## config.mk

```make
export PLATFORM = sky130hd
export DESIGN_NAME = can_frame_packet_reassembler_flat
export DESIGN_NICKNAME = d
export VERILOG_FILES = /design/src/cfpr_pkg.sv /design/src/cfpr_if.sv /design/src/cfpr_front.sv /design/src/cfpr_queue.sv /design/src/cfpr_back.sv /design/src/can_frame_packet_reassembler.sv /design/src/flat_wrapper.sv
export VERILOG_INCLUDE_DIRS = /design/src /design/src/src
export SDC_FILE = /design/constraint.sdc
export NUM_CORES = 1
export LEC_CHECK = 0
export BUFFER_PORTS_ARGS = -buffer_cell sky130_fd_sc_hd__buf_2
export CORE_UTILIZATION = 51
export CTS_BUF_LIST = sky130_fd_sc_hd__clkbuf_2 sky130_fd_sc_hd__clkbuf_4 sky130_fd_sc_hd__clkbuf_8
export CTS_CLUSTER_DIAMETER = 40
export CTS_CLUSTER_SIZE = 30
export DETAILED_ROUTE_END_ITERATION = 10
export PLACE_DENSITY = 0.67
export SLEW_MARGIN = 20
export SYNTH_ARGS = -nofsm -noshare
export SYNTH_HDL_FRONTEND = slang
export SYNTH_HIERARCHICAL = 1
export SYNTH_SLANG_ARGS = --single-unit
```

## constraint.sdc

```tcl
create_clock -name clk -period 11.35 [get_ports clk]
set_clock_uncertainty 0.05 [all_clocks]
set_input_delay 1.135 -clock clk [delete_from_list [all_inputs] [get_ports clk]]
set_output_delay 1.135 -clock clk [all_outputs]
set_load 0.05 [all_outputs]
```

## src/can_frame_packet_reassembler_defines.svh

```systemverilog
// Assertion macros used by the reassembler back end (cfpr_back).
`ifndef CAN_FRAME_PACKET_REASSEMBLER_DEFINES_SVH
`define CAN_FRAME_PACKET_REASSEMBLER_DEFINES_SVH

// Same-cycle implication, checked at every rising edge outside reset.
`define CFPR_ASSERT_IMPLY(lbl, ck, rn, ante, cons) \
  lbl: assert property (@(posedge ck) disable iff (!(rn)) (ante) |-> (cons)) \
    else $error("same-cycle implication violated");

// Next-cycle implication, checked at every rising edge outside reset.
`define CFPR_ASSERT_NEXT(lbl, ck, rn, ante, cons) \
  lbl: assert property (@(posedge ck) disable iff (!(rn)) (ante) |=> (cons)) \
    else $error("next-cycle implication violated");

`endif

```

## src/cfpr_pkg.sv

```systemverilog
`timescale 1ns / 1ps

package cfpr_pkg;

  localparam int NUM_DATA = 7;

  localparam logic [7:0] MARK_START = 8'h0A;
  localparam logic [7:0] MARK_CONT  = 8'h0D;
  localparam logic [3:0] LEN_MAX    = 4'h8;

  typedef logic [7:0] byte_t;
  typedef logic [3:0] dlc_t;
  typedef logic [2:0] nbytes_t;
  typedef logic [5:0] idx_t;
  typedef logic [8:0] count_t;

  typedef enum logic [1:0] {
    KIND_PLAIN,
    KIND_START,
    KIND_CONT
  } kind_t;

  typedef struct packed {
    kind_t                   kind;
    nbytes_t                 n;
    byte_t                   type_byte;
    byte_t [NUM_DATA-1:0]    data;
  } cmd_t;

  typedef enum logic [2:0] {
    ST_IDLE,
    ST_PLAIN,
    ST_APPEND,
    ST_CHECK,
    ST_EMPTY,
    ST_EMIT
  } state_t;

endpackage

```

## src/cfpr_if.sv

```systemverilog
`timescale 1ns / 1ps

interface cfpr_in_if import cfpr_pkg::*; ();
  logic  valid;
  logic  ready;
  dlc_t  frame_length;
  byte_t type_byte;
  byte_t data_0;
  byte_t data_1;
  byte_t data_2;
  byte_t data_3;
  byte_t data_4;
  byte_t data_5;
  byte_t data_6;

  modport source (
    output valid, frame_length, type_byte,
    output data_0, data_1, data_2, data_3, data_4, data_5, data_6,
    input  ready
  );

  modport sink (
    input  valid, frame_length, type_byte,
    input  data_0, data_1, data_2, data_3, data_4, data_5, data_6,
    output ready
  );
endinterface

interface cfpr_out_if import cfpr_pkg::*; ();
  logic  valid;
  logic  ready;
  byte_t packet_type;
  byte_t packet_size;
  idx_t  byte_index;
  byte_t packet_byte;
  logic  has_data;
  logic  overflow;
  logic  last;

  modport source (
    output valid, packet_type, packet_size, byte_index, packet_byte,
    output has_data, overflow, last,
    input  ready
  );

  modport sink (
    input  valid, packet_type, packet_size, byte_index, packet_byte,
    input  has_data, overflow, last,
    output ready
  );
endinterface

```

## src/cfpr_front.sv

```systemverilog
`timescale 1ns / 1ps

module cfpr_front import cfpr_pkg::*; (
  input  logic     clk,
  input  logic     rst_n,
  input  logic     cfg_we,
  input  logic     cfg_wdata,
  cfpr_in_if.sink  in_ch,
  input  logic     q_full,
  output logic     q_push,
  output cmd_t     q_cmd
);

  logic    enable_r;
  logic    enable_nxt;
  nbytes_t n;
  kind_t   kind;

  always_comb begin
    enable_nxt = cfg_we ? cfg_wdata : enable_r;
  end

  always_ff @(posedge clk) begin
    if (!rst_n) begin
      enable_r <= 1'b1;
    end else begin
      enable_r <= enable_nxt;
    end
  end

  // Frames that arrive while disabled are taken and dropped.
  assign in_ch.ready = !enable_r || !q_full;
  assign q_push      = in_ch.valid && enable_r && !q_full;

  always_comb begin
    if (in_ch.frame_length == '0) begin
      n = '0;
    end else if (in_ch.frame_length > LEN_MAX) begin
      n = nbytes_t'(NUM_DATA);
    end else begin
      n = nbytes_t'(in_ch.frame_length - 4'd1);
    end
  end

  always_comb begin
    case (in_ch.type_byte)
      MARK_START: kind = KIND_START;
      MARK_CONT:  kind = KIND_CONT;
      default:    kind = KIND_PLAIN;
    endcase
  end

  always_comb begin
    q_cmd.kind      = kind;
    q_cmd.n         = n;
    q_cmd.type_byte = in_ch.type_byte;
    q_cmd.data[0]   = in_ch.data_0;
    q_cmd.data[1]   = in_ch.data_1;
    q_cmd.data[2]   = in_ch.data_2;
    q_cmd.data[3]   = in_ch.data_3;
    q_cmd.data[4]   = in_ch.data_4;
    q_cmd.data[5]   = in_ch.data_5;
    q_cmd.data[6]   = in_ch.data_6;
  end

endmodule

```

## src/cfpr_queue.sv

```systemverilog
`timescale 1ns / 1ps

module cfpr_queue import cfpr_pkg::*; (
  input  logic clk,
  input  logic rst_n,
  input  logic push,
  input  cmd_t push_cmd,
  output logic full,
  input  logic pop,
  output logic empty,
  output cmd_t pop_cmd
);

  cmd_t       slot_r [2];
  logic       wr_ptr_r;
  logic       wr_ptr_nxt;
  logic       rd_ptr_r;
  logic       rd_ptr_nxt;
  logic [1:0] fill_r;
  logic [1:0] fill_nxt;

  assign full    = (fill_r == 2'd2);
  assign empty   = (fill_r == 2'd0);
  assign pop_cmd = slot_r[rd_ptr_r];

  always_comb begin
    wr_ptr_nxt = push ? !wr_ptr_r : wr_ptr_r;
    rd_ptr_nxt = pop ? !rd_ptr_r : rd_ptr_r;
    fill_nxt   = fill_r + {1'b0, push} - {1'b0, pop};
  end

  always_ff @(posedge clk) begin
    if (!rst_n) begin
      wr_ptr_r <= 1'b0;
      rd_ptr_r <= 1'b0;
      fill_r   <= 2'd0;
    end else begin
      wr_ptr_r <= wr_ptr_nxt;
      rd_ptr_r <= rd_ptr_nxt;
      fill_r   <= fill_nxt;
    end
  end

  always_ff @(posedge clk) begin
    if (push) begin
      slot_r[wr_ptr_r] <= push_cmd;
    end
  end

endmodule

```

## src/cfpr_back.sv

```systemverilog
`timescale 1ns / 1ps
`include "can_frame_packet_reassembler_defines.svh"

module cfpr_back import cfpr_pkg::*; #(
  parameter int BUF_DEPTH = 64
) (
  input  logic       clk,
  input  logic       rst_n,
  input  logic       q_empty,
  output logic       q_pop,
  input  cmd_t       q_cmd,
  cfpr_out_if.source out_ch
);

  localparam int AW = $clog2(BUF_DEPTH);

  state_t  state_r;
  state_t  state_nxt;
  cmd_t    cur_r;
  cmd_t    cur_nxt;
  nbytes_t i_r;
  nbytes_t i_nxt;
  count_t  count_r;
  count_t  count_nxt;
  count_t  count_eff;
  byte_t   atype_r;
  byte_t   atype_nxt;
  byte_t   asize_r;
  byte_t   asize_nxt;
  idx_t    k_r;
  idx_t    k_nxt;
  byte_t   k_inc;
  byte_t   emit_r;
  byte_t   emit_nxt;
  logic    ovf_r;
  logic    ovf_nxt;

  byte_t   buf_mem [BUF_DEPTH];
  byte_t   rd_data_r;
  logic    mem_we;
  logic [AW-1:0] mem_waddr;
  byte_t   mem_wdata;
  logic    rd_en;
  logic [AW-1:0] rd_addr;

  logic    out_valid_r;
  logic    out_valid_nxt;
  byte_t   out_type_r;
  byte_t   out_size_r;
  idx_t    out_idx_r;
  byte_t   out_byte_r;
  logic    out_has_r;
  logic    out_ovf_r;
  logic    out_last_r;
  logic    load;
  byte_t   ld_type;
  byte_t   ld_size;
  idx_t    ld_idx;
  byte_t   ld_byte;
  logic    ld_has;
  logic    ld_ovf;
  logic    ld_last;

  logic    slot_free;
  logic    plain_last;
  logic    emit_last;
  logic    append_more;
  logic    complete;

  assign slot_free   = !out_valid_r || out_ch.ready;
  assign k_inc       = {2'b00, k_r} + 8'd1;
  assign plain_last  = (cur_r.n == '0) || (k_inc == {5'b00000, cur_r.n});
  assign emit_last   = (k_inc == emit_r);
  assign append_more = (i_r < cur_r.n);
  assign complete    = (count_r >= {1'b0, asize_r});

  always_comb begin
    state_nxt = state_r;
    case (state_r)
      ST_IDLE: begin
        if (!q_empty) begin
          state_nxt = (q_cmd.kind == KIND_PLAIN) ? ST_PLAIN : ST_APPEND;
        end
      end
      ST_PLAIN: begin
        if (slot_free && plain_last) begin
          state_nxt = ST_IDLE;
        end
      end
      ST_APPEND: begin
        if (!append_more) begin
          state_nxt = ST_CHECK;
        end
      end
      ST_CHECK: begin
        if (!complete) begin
          state_nxt = ST_IDLE;
        end else if (asize_r == '0) begin
          state_nxt = ST_EMPTY;
        end else begin
          state_nxt = ST_EMIT;
        end
      end
      ST_EMPTY: begin
        if (slot_free) begin
          state_nxt = ST_IDLE;
        end
      end
      ST_EMIT: begin
        if (slot_free && emit_last) begin
          state_nxt = ST_IDLE;
        end
      end
      default: state_nxt = ST_IDLE;
    endcase
  end

  always_comb begin
    q_pop     = 1'b0;
    cur_nxt   = cur_r;
    i_nxt     = i_r;
    count_nxt = count_r;
    count_eff = count_r;
    atype_nxt = atype_r;
    asize_nxt = asize_r;
    k_nxt     = k_r;
    emit_nxt  = emit_r;
    ovf_nxt   = ovf_r;
    mem_we    = 1'b0;
    mem_waddr = count_r[AW-1:0];
    mem_wdata = cur_r.data[i_r];
    rd_en     = 1'b0;
    rd_addr   = k_inc[AW-1:0];
    load      = 1'b0;
    ld_type   = atype_r;
    ld_size   = asize_r;
    ld_idx    = k_r;
    ld_byte   = rd_data_r;
    ld_has    = 1'b1;
    ld_ovf    = ovf_r;
    ld_last   = emit_last;
    case (state_r)
      ST_IDLE: begin
        if (!q_empty) begin
          q_pop   = 1'b1;
          cur_nxt = q_cmd;
          k_nxt   = '0;
          i_nxt   = '0;
          if (q_cmd.kind != KIND_PLAIN) begin
            count_eff = (q_cmd.kind == KIND_START) ? '0 : count_r;
            count_nxt = count_eff;
            if ((count_eff == '0) && (q_cmd.n > 3'd2)) begin
              atype_nxt = q_cmd.data[0];
              asize_nxt = q_cmd.data[1];
              i_nxt     = 3'd2;
            end
          end
        end
      end
      ST_PLAIN: begin
        if (slot_free) begin
          load    = 1'b1;
          ld_type = cur_r.type_byte;
          ld_size = {5'b00000, cur_r.n};
          ld_byte = (cur_r.n == '0) ? '0 : cur_r.data[k_r[2:0]];
          ld_has  = (cur_r.n != '0);
          ld_ovf  = 1'b0;
          ld_last = plain_last;
          k_nxt   = k_r + 6'd1;
        end
      end
      ST_APPEND: begin
        if (append_more) begin
          // Bytes past the buffer still advance the count.
          mem_we    = (count_r < count_t'(BUF_DEPTH));
          count_nxt = count_r + 9'd1;
          i_nxt     = i_r + 3'd1;
        end
      end
      ST_CHECK: begin
        if (complete) begin
          count_nxt = '0;
          ovf_nxt   = (asize_r > byte_t'(BUF_DEPTH));
          emit_nxt  = (asize_r > byte_t'(BUF_DEPTH)) ? byte_t'(BUF_DEPTH) : asize_r;
          k_nxt     = '0;
          rd_en     = 1'b1;
          rd_addr   = '0;
        end
      end
      ST_EMPTY: begin
        if (slot_free) begin
          load    = 1'b1;
          ld_size = '0;
          ld_idx  = '0;
          ld_byte = '0;
          ld_has  = 1'b0;
          ld_ovf  = 1'b0;
          ld_last = 1'b1;
        end
      end
      ST_EMIT: begin
        if (slot_free) begin
          // The next byte is fetched as this one leaves the read register.
          load  = 1'b1;
          k_nxt = k_r + 6'd1;
          rd_en = !emit_last;
        end
      end
      default: begin
        load = 1'b0;
      end
    endcase
    out_valid_nxt = load ? 1'b1 : (out_ch.ready ? 1'b0 : out_valid_r);
  end

  always_ff @(posedge clk) begin
    if (!rst_n) begin
      state_r     <= ST_IDLE;
      count_r     <= '0;
      atype_r     <= '0;
      asize_r     <= '0;
      out_valid_r <= 1'b0;
    end else begin
      state_r     <= state_nxt;
      count_r     <= count_nxt;
      atype_r     <= atype_nxt;
      asize_r     <= asize_nxt;
      out_valid_r <= out_valid_nxt;
    end
  end

  always_ff @(posedge clk) begin
    cur_r  <= cur_nxt;
    i_r    <= i_nxt;
    k_r    <= k_nxt;
    emit_r <= emit_nxt;
    ovf_r  <= ovf_nxt;
    if (load) begin
      out_type_r <= ld_type;
      out_size_r <= ld_size;
      out_idx_r  <= ld_idx;
      out_byte_r <= ld_byte;
      out_has_r  <= ld_has;
      out_ovf_r  <= ld_ovf;
      out_last_r <= ld_last;
    end
  end

  always_ff @(posedge clk) begin
    if (mem_we) begin
      buf_mem[mem_waddr] <= mem_wdata;
    end
    if (rd_en) begin
      rd_data_r <= buf_mem[rd_addr];
    end
  end

  assign out_ch.valid       = out_valid_r;
  assign out_ch.packet_type = out_type_r;
  assign out_ch.packet_size = out_size_r;
  assign out_ch.byte_index  = out_idx_r;
  assign out_ch.packet_byte = out_byte_r;
  assign out_ch.has_data    = out_has_r;
  assign out_ch.overflow    = out_ovf_r;
  assign out_ch.last        = out_last_r;

  `CFPR_ASSERT_IMPLY(a_empty_item_alone, clk, rst_n, (out_valid_r && !out_has_r), (out_last_r && (out_idx_r == '0)))
  `CFPR_ASSERT_IMPLY(a_overflow_size, clk, rst_n, (out_valid_r && out_ovf_r), (out_size_r > byte_t'(BUF_DEPTH)))
  `CFPR_ASSERT_NEXT(a_count_cleared, clk, rst_n, ((state_r == ST_CHECK) && complete), (count_r == '0))
  `CFPR_ASSERT_IMPLY(a_emit_in_range, clk, rst_n, (state_r == ST_EMIT), ((k_inc <= emit_r) && (emit_r <= byte_t'(BUF_DEPTH))))

endmodule

```

## src/can_frame_packet_reassembler.sv

```systemverilog
`timescale 1ns / 1ps

// Reassembles segmented packets from received CAN frames.
// in_ch takes one frame per item: length code, type byte and seven data bytes.
// out_ch gives one item per packet byte, with type, declared size, index,
// an overflow flag and last; an empty packet gives one item with has_data low.
// cfg_we writes cfg_wdata into the enable bit; while it is low, frames are
// taken and dropped.
// A two-entry queue lets frames be taken while a packet is still being sent.
// An ordinary frame passes through the queue, the current-frame register and
// the output register before its first item is valid; its n bytes then leave
// at one item per cycle while the receiver is ready.
// A segment frame's data bytes, past the type and size of a header frame, are
// written to the buffer memory one per cycle.
// A completed packet leaves at one item per cycle while the receiver is ready,
// up to BUF_DEPTH items, paced by the single read port of the buffer memory.
// When the receiver stalls, the output register holds its item and the
// queue fills; if enabled, in_ch.ready falls once the queue holds two frames.
// Reset clears the queue, the assembly count, type and size and sets the
// enable bit; the buffer needs no clearing.
module can_frame_packet_reassembler import cfpr_pkg::*; #(
  parameter int BUF_DEPTH = 64
) (
  input  logic       clk,
  input  logic       rst_n,
  input  logic       cfg_we,
  input  logic       cfg_wdata,
  cfpr_in_if.sink    in_ch,
  cfpr_out_if.source out_ch
);

  logic q_push;
  logic q_pop;
  logic q_full;
  logic q_empty;
  cmd_t push_cmd;
  cmd_t pop_cmd;

  cfpr_front u_front (
    .clk       (clk),
    .rst_n     (rst_n),
    .cfg_we    (cfg_we),
    .cfg_wdata (cfg_wdata),
    .in_ch     (in_ch),
    .q_full    (q_full),
    .q_push    (q_push),
    .q_cmd     (push_cmd)
  );

  cfpr_queue u_queue (
    .clk      (clk),
    .rst_n    (rst_n),
    .push     (q_push),
    .push_cmd (push_cmd),
    .full     (q_full),
    .pop      (q_pop),
    .empty    (q_empty),
    .pop_cmd  (pop_cmd)
  );

  cfpr_back #(
    .BUF_DEPTH (BUF_DEPTH)
  ) u_back (
    .clk     (clk),
    .rst_n   (rst_n),
    .q_empty (q_empty),
    .q_pop   (q_pop),
    .q_cmd   (pop_cmd),
    .out_ch  (out_ch)
  );

endmodule
```

## src/flat_wrapper.sv

```systemverilog
// flat-port wrapper written by rule: the top's interface ports become plain ports
module can_frame_packet_reassembler_flat import cfpr_pkg::*;
#(
  parameter int BUF_DEPTH = 64
)
  (clk, rst_n, cfg_we, cfg_wdata, in_ch_valid, in_ch_frame_length, in_ch_type_byte, in_ch_data_0, in_ch_data_1, in_ch_data_2, in_ch_data_3, in_ch_data_4, in_ch_data_5, in_ch_data_6, in_ch_ready, out_ch_valid, out_ch_packet_type, out_ch_packet_size, out_ch_byte_index, out_ch_packet_byte, out_ch_has_data, out_ch_overflow, out_ch_last, out_ch_ready);
  cfpr_in_if in_ch_i ();
  cfpr_out_if out_ch_i ();
  input  logic clk;
  input  logic rst_n;
  input  logic cfg_we;
  input  logic cfg_wdata;
  input wire logic [$bits(in_ch_i.valid)-1:0] in_ch_valid;
  input wire logic [$bits(in_ch_i.frame_length)-1:0] in_ch_frame_length;
  input wire logic [$bits(in_ch_i.type_byte)-1:0] in_ch_type_byte;
  input wire logic [$bits(in_ch_i.data_0)-1:0] in_ch_data_0;
  input wire logic [$bits(in_ch_i.data_1)-1:0] in_ch_data_1;
  input wire logic [$bits(in_ch_i.data_2)-1:0] in_ch_data_2;
  input wire logic [$bits(in_ch_i.data_3)-1:0] in_ch_data_3;
  input wire logic [$bits(in_ch_i.data_4)-1:0] in_ch_data_4;
  input wire logic [$bits(in_ch_i.data_5)-1:0] in_ch_data_5;
  input wire logic [$bits(in_ch_i.data_6)-1:0] in_ch_data_6;
  output wire logic [$bits(in_ch_i.ready)-1:0] in_ch_ready;
  output wire logic [$bits(out_ch_i.valid)-1:0] out_ch_valid;
  output wire logic [$bits(out_ch_i.packet_type)-1:0] out_ch_packet_type;
  output wire logic [$bits(out_ch_i.packet_size)-1:0] out_ch_packet_size;
  output wire logic [$bits(out_ch_i.byte_index)-1:0] out_ch_byte_index;
  output wire logic [$bits(out_ch_i.packet_byte)-1:0] out_ch_packet_byte;
  output wire logic [$bits(out_ch_i.has_data)-1:0] out_ch_has_data;
  output wire logic [$bits(out_ch_i.overflow)-1:0] out_ch_overflow;
  output wire logic [$bits(out_ch_i.last)-1:0] out_ch_last;
  input wire logic [$bits(out_ch_i.ready)-1:0] out_ch_ready;
  assign in_ch_i.valid = in_ch_valid;
  assign in_ch_i.frame_length = in_ch_frame_length;
  assign in_ch_i.type_byte = in_ch_type_byte;
  assign in_ch_i.data_0 = in_ch_data_0;
  assign in_ch_i.data_1 = in_ch_data_1;
  assign in_ch_i.data_2 = in_ch_data_2;
  assign in_ch_i.data_3 = in_ch_data_3;
  assign in_ch_i.data_4 = in_ch_data_4;
  assign in_ch_i.data_5 = in_ch_data_5;
  assign in_ch_i.data_6 = in_ch_data_6;
  assign in_ch_ready = in_ch_i.ready;
  assign out_ch_valid = out_ch_i.valid;
  assign out_ch_packet_type = out_ch_i.packet_type;
  assign out_ch_packet_size = out_ch_i.packet_size;
  assign out_ch_byte_index = out_ch_i.byte_index;
  assign out_ch_packet_byte = out_ch_i.packet_byte;
  assign out_ch_has_data = out_ch_i.has_data;
  assign out_ch_overflow = out_ch_i.overflow;
  assign out_ch_last = out_ch_i.last;
  assign out_ch_i.ready = out_ch_ready;
  can_frame_packet_reassembler #(.BUF_DEPTH(BUF_DEPTH)) u_core (.clk(clk), .rst_n(rst_n), .cfg_we(cfg_we), .cfg_wdata(cfg_wdata), .in_ch(in_ch_i), .out_ch(out_ch_i));
endmodule
```

==> key figures <==
GRT
  – Remaining global-route overflow: 0
  – Vias in the first global route: 18.5k
  – Largest net degree at the start of global routing: 109
  – First-pass GRT wire length: 122 mm
  – Initial antenna violation count: 3
  – GRT Total Usage: 0.250

Logic synthesis
  – Post-synth EDFFs: 776
  – Yosys reg bits: 811
  – Post-Syn Nets: 2157
  – Ys flop type: edfxtp_1
  – Post-synthesis sequential area ratio: 0.715
  – Top post-synthesis cells by count: edfxtp_1, nor2_1, a21oi_1
  – Yosys cell types: 84
  – Post-synth top area share: 0.694
  – Avg Synthesized Cell Area: 16.2 um^2
  – Mapped Area: 33600 um^2
  – Synth Warn #: 6
  – Cell count after synthesis: 2067
  – Top-count cell post-synth: edfxtp_1
  – Area leader, netlist: edfxtp_1
  – Synth area leaders: edfxtp_1, mux4_2, mux2_2
  – Ys async rst share: 0

Die
  – Starting density of the core: 0.518
  – FP Rows: 93
  – Height of the die: 259 um
  – Die span in x: 259 um
  – Core area: 64800 um^2
  – Die ar.: 66900 um^2
  – I/O pins: 109

CTS
  – Post_cts resized: 0
  – # Post-CTS Setup Buffers: 0
  – Clock Root Buffer: clkbuf_8
  – Worst-path clk slew: 0.08 ns
  – Skew-Pair Late Insertion Delay: 0.74 ns
  – Total CTS buffers: 99
  – CTS tree: yes
  – H-tree levels: 3
  – CTS Hold Buffers Added: 0
  – Deepest clock path buffer count: 3
  – CTS Sinks: 811

Setup path
  – Critical path type: flop to flop
  – Reg-to-reg endpoint: u_core/u_back/rd_data_r[6]
  – Crit path arrival time: 5.10 ns
  – Worst setup EP type: flop
  – Crit Path Max Fanout: 61
  – Worst flop-to-flop path startpoint: u_core/u_back/k_r[1]
  – FF-to-FF setup slack: 6.66 ns
  – Crit path launch type: flop
  – CP required: 11.75 ns
  – Worst r2r path cells: 7

Route
  – Total iterations of the first detailed-routing run: 5
  – Post-route DRC: 0
  – Vias per inst: 6.12
  – 1st-iter DRT viols: 2186
  – Total number of vias: 18.8k
  – Wire per inst: 27.1 um
  – Antenna-violating nets left: 0
  – Routed WL: 82.9 mm

Timing
  – RSZ-0062 raised after global routing: false
  – Fmax: 213 MHz
  – Hold Vio Cnt, Final: 0
  – Final setup TNS: 0 ns
  – # setup viols final: 0
  – Final worst path period need: 4.69 ns
  – PnR worst setup slack: 6.66 ns
  – Actual slew at the worst max-slew pin: 1.08 ns
  – Slew headroom: 0.281
  – Fin. max-slew vios: 0
  – Period utilisation layout: 0.414

Pwr
  – Worst VDD drop: 397 uV
  – PwrDens: 304 nW/um^2
  – Leak: 11.9 nW

Placed design
  – Detailed Place HPWL: 53.3 mm
  – Pre-CTS setup slack: 6.75 ns
  – Cells after DPL: 2874
  – PortBufs: 108
  – Global placer's final weighted congestion: 0.945

Run
  – Max_cap viols: 0

Layout
  – Synth-to-Final Area Change: 9.24%
  – Finished Layout Cells: 3063
  – Final nets: 2210
  – Layout cells sized above 1: 0.243

Worst hold path
  – Hold Path Origin: u_core/u_front/enable_r
  – Worst hold path endpoint: u_core/u_front/enable_r
  – Hold Path Depth: 2
  – Worst Hold Class: flop to flop

Run status
  – Status: finished, final reports clean
cell type report:
type	count	area, um^2
inverter	28	105
multi-input combinational	1042	8510
clock buffer	108	1430
tap	855	1070
timing repair buffer	138	778
clock inverter	79	790
fill	4973	28100
antenna	2	5.00
sequential	811	24000
placed cells by master, fill, tap and decap left out, types with 9 or more instances in the layout:
| master | instances |
|---|---|
| nor2b_1 | 21 |
| nand3_1 | 28 |
| or3_1 | 9 |
| nor3_1 | 27 |
| clkbuf_8 | 99 |
| a22o_1 | 23 |
| inv_6 | 12 |
| inv_1 | 25 |
| a31oi_1 | 14 |
| o21ai_0 | 64 |
| buf_4 | 29 |
| nand2_1 | 90 |
| a21oi_1 | 93 |
| buf_2 | 108 |
| mux2_2 | 79 |
| dfxtp_1 | 34 |
| clkinvlp_4 | 21 |
| a211oi_1 | 22 |
| mux2_4 | 10 |
| inv_8 | 10 |
| mux4_2 | 86 |
| clkbuf_4 | 9 |
| o221ai_1 | 11 |
| o22ai_1 | 11 |
| clkinv_1 | 13 |
| mux2i_1 | 65 |
| nor2_1 | 175 |
| edfxtp_1 | 776 |
| a311oi_1 | 15 |
| ha_1 | 15 |
how the worst max path moves through the flow:
stage                             start                         end  slack (ns)  cells past startpoint
6_report           u_core/u_back/k_r[1]  u_core/u_back/rd_data_r[6]        6.66                      7
5_1_grt            u_core/u_back/k_r[1]  u_core/u_back/rd_data_r[6]        6.48                      7
4_1_cts            u_core/u_back/k_r[1]  u_core/u_back/rd_data_r[6]        6.71                      7
3_5_place_dp       u_core/u_back/k_r[1]  u_core/u_back/rd_data_r[6]        6.75                      7
3_3_place_gp       u_core/u_back/k_r[1]  u_core/u_back/rd_data_r[6]        6.63                      8
2_1_floorplan  u_core/u_back/state_r[0]    u_core/u_queue/fill_r[1]        2.49                      7
registers in the layout, indices dropped and copies added, names as in the netlist, 8 cells and up, named ones only:
register / cells
u_core/u_back/buf_mem: 512
u_core/u_queue/slot_r: 138
u_core/u_back/cur_r: 67
u_core/u_back/count_r: 9
u_core/u_back/asize_r: 8
u_core/u_back/atype_r: 8
u_core/u_back/emit_r: 8
u_core/u_back/out_ch.packet_byte: 8
u_core/u_back/out_ch.packet_size: 8
u_core/u_back/out_ch.packet_type: 8
u_core/u_back/rd_data_r: 8
where the power goes:
part | switching (mW) | internal, mW
Combinational | 3.11 | 1.34
Clock | 1.19 | 1.06
Sequential | 0.212 | 4.24
Total | 4.52 | 6.65
cell families (layout without fill, tap and decap cells):
| logic type | count (synthesis) | after routing | share of synthesized area |
|---|---|---|---|
| flip-flops | 811 | 811 | 0.715 |
| AND/OR/NAND/NOR | 405 | 405 | 0.0550 |
| AO/OA/AOI/OAI | 359 | 359 | 0.0730 |
| multiplexers | 240 | 240 | 0.108 |
| buffers and inverters | 214 | 353 | 0.0356 |
| XOR/XNOR | 19 | 19 | 0.00711 |
| adder cells (fa/ha/maj) | 18 | 18 | 0.00656 |
| other | 1 | 3 | 0.000112 |
metal layers:
metal  GRT usage  part of all wire  vias to the layer above
li1            -                 -                     8172
met1       0.355              0.43                     9652
met2       0.390              0.47                      804
met3      0.0457             0.075                      121
met4      0.0851             0.030                        2
met5           0           0.00013                        -
critical path, stage by stage (launching register included):
cell       delay [ns]
edfxtp_1         1.00
ha_2             0.47
buf_4            0.40
nor2b_1          0.83
nand2_1          0.49
a21o_1           0.29
a2111oi_0        0.72
o22ai_1          0.15
per-stage QoR:
| step | util | hold WS [ns] | cell area [um^2] | power [mW] |
|---|---|---|---|---|
| after floorplan | - | 0.405 | 33600 | 7.31 |
| after global placement | 0.531 | 0.423 | 34400 | 8.82 |
| after detailed placement | 0.532 | 0.439 | 34500 | 8.90 |
| after CTS | 0.566 | 0.462 | 36700 | 11.1 |
| after global routing | 0.566 | 0.472 | 36700 | 11.6 |
| final | 0.566 | 0.457 | 36700 | 11.2 |
No activity file was read; power rests on OpenSTA's default activity.
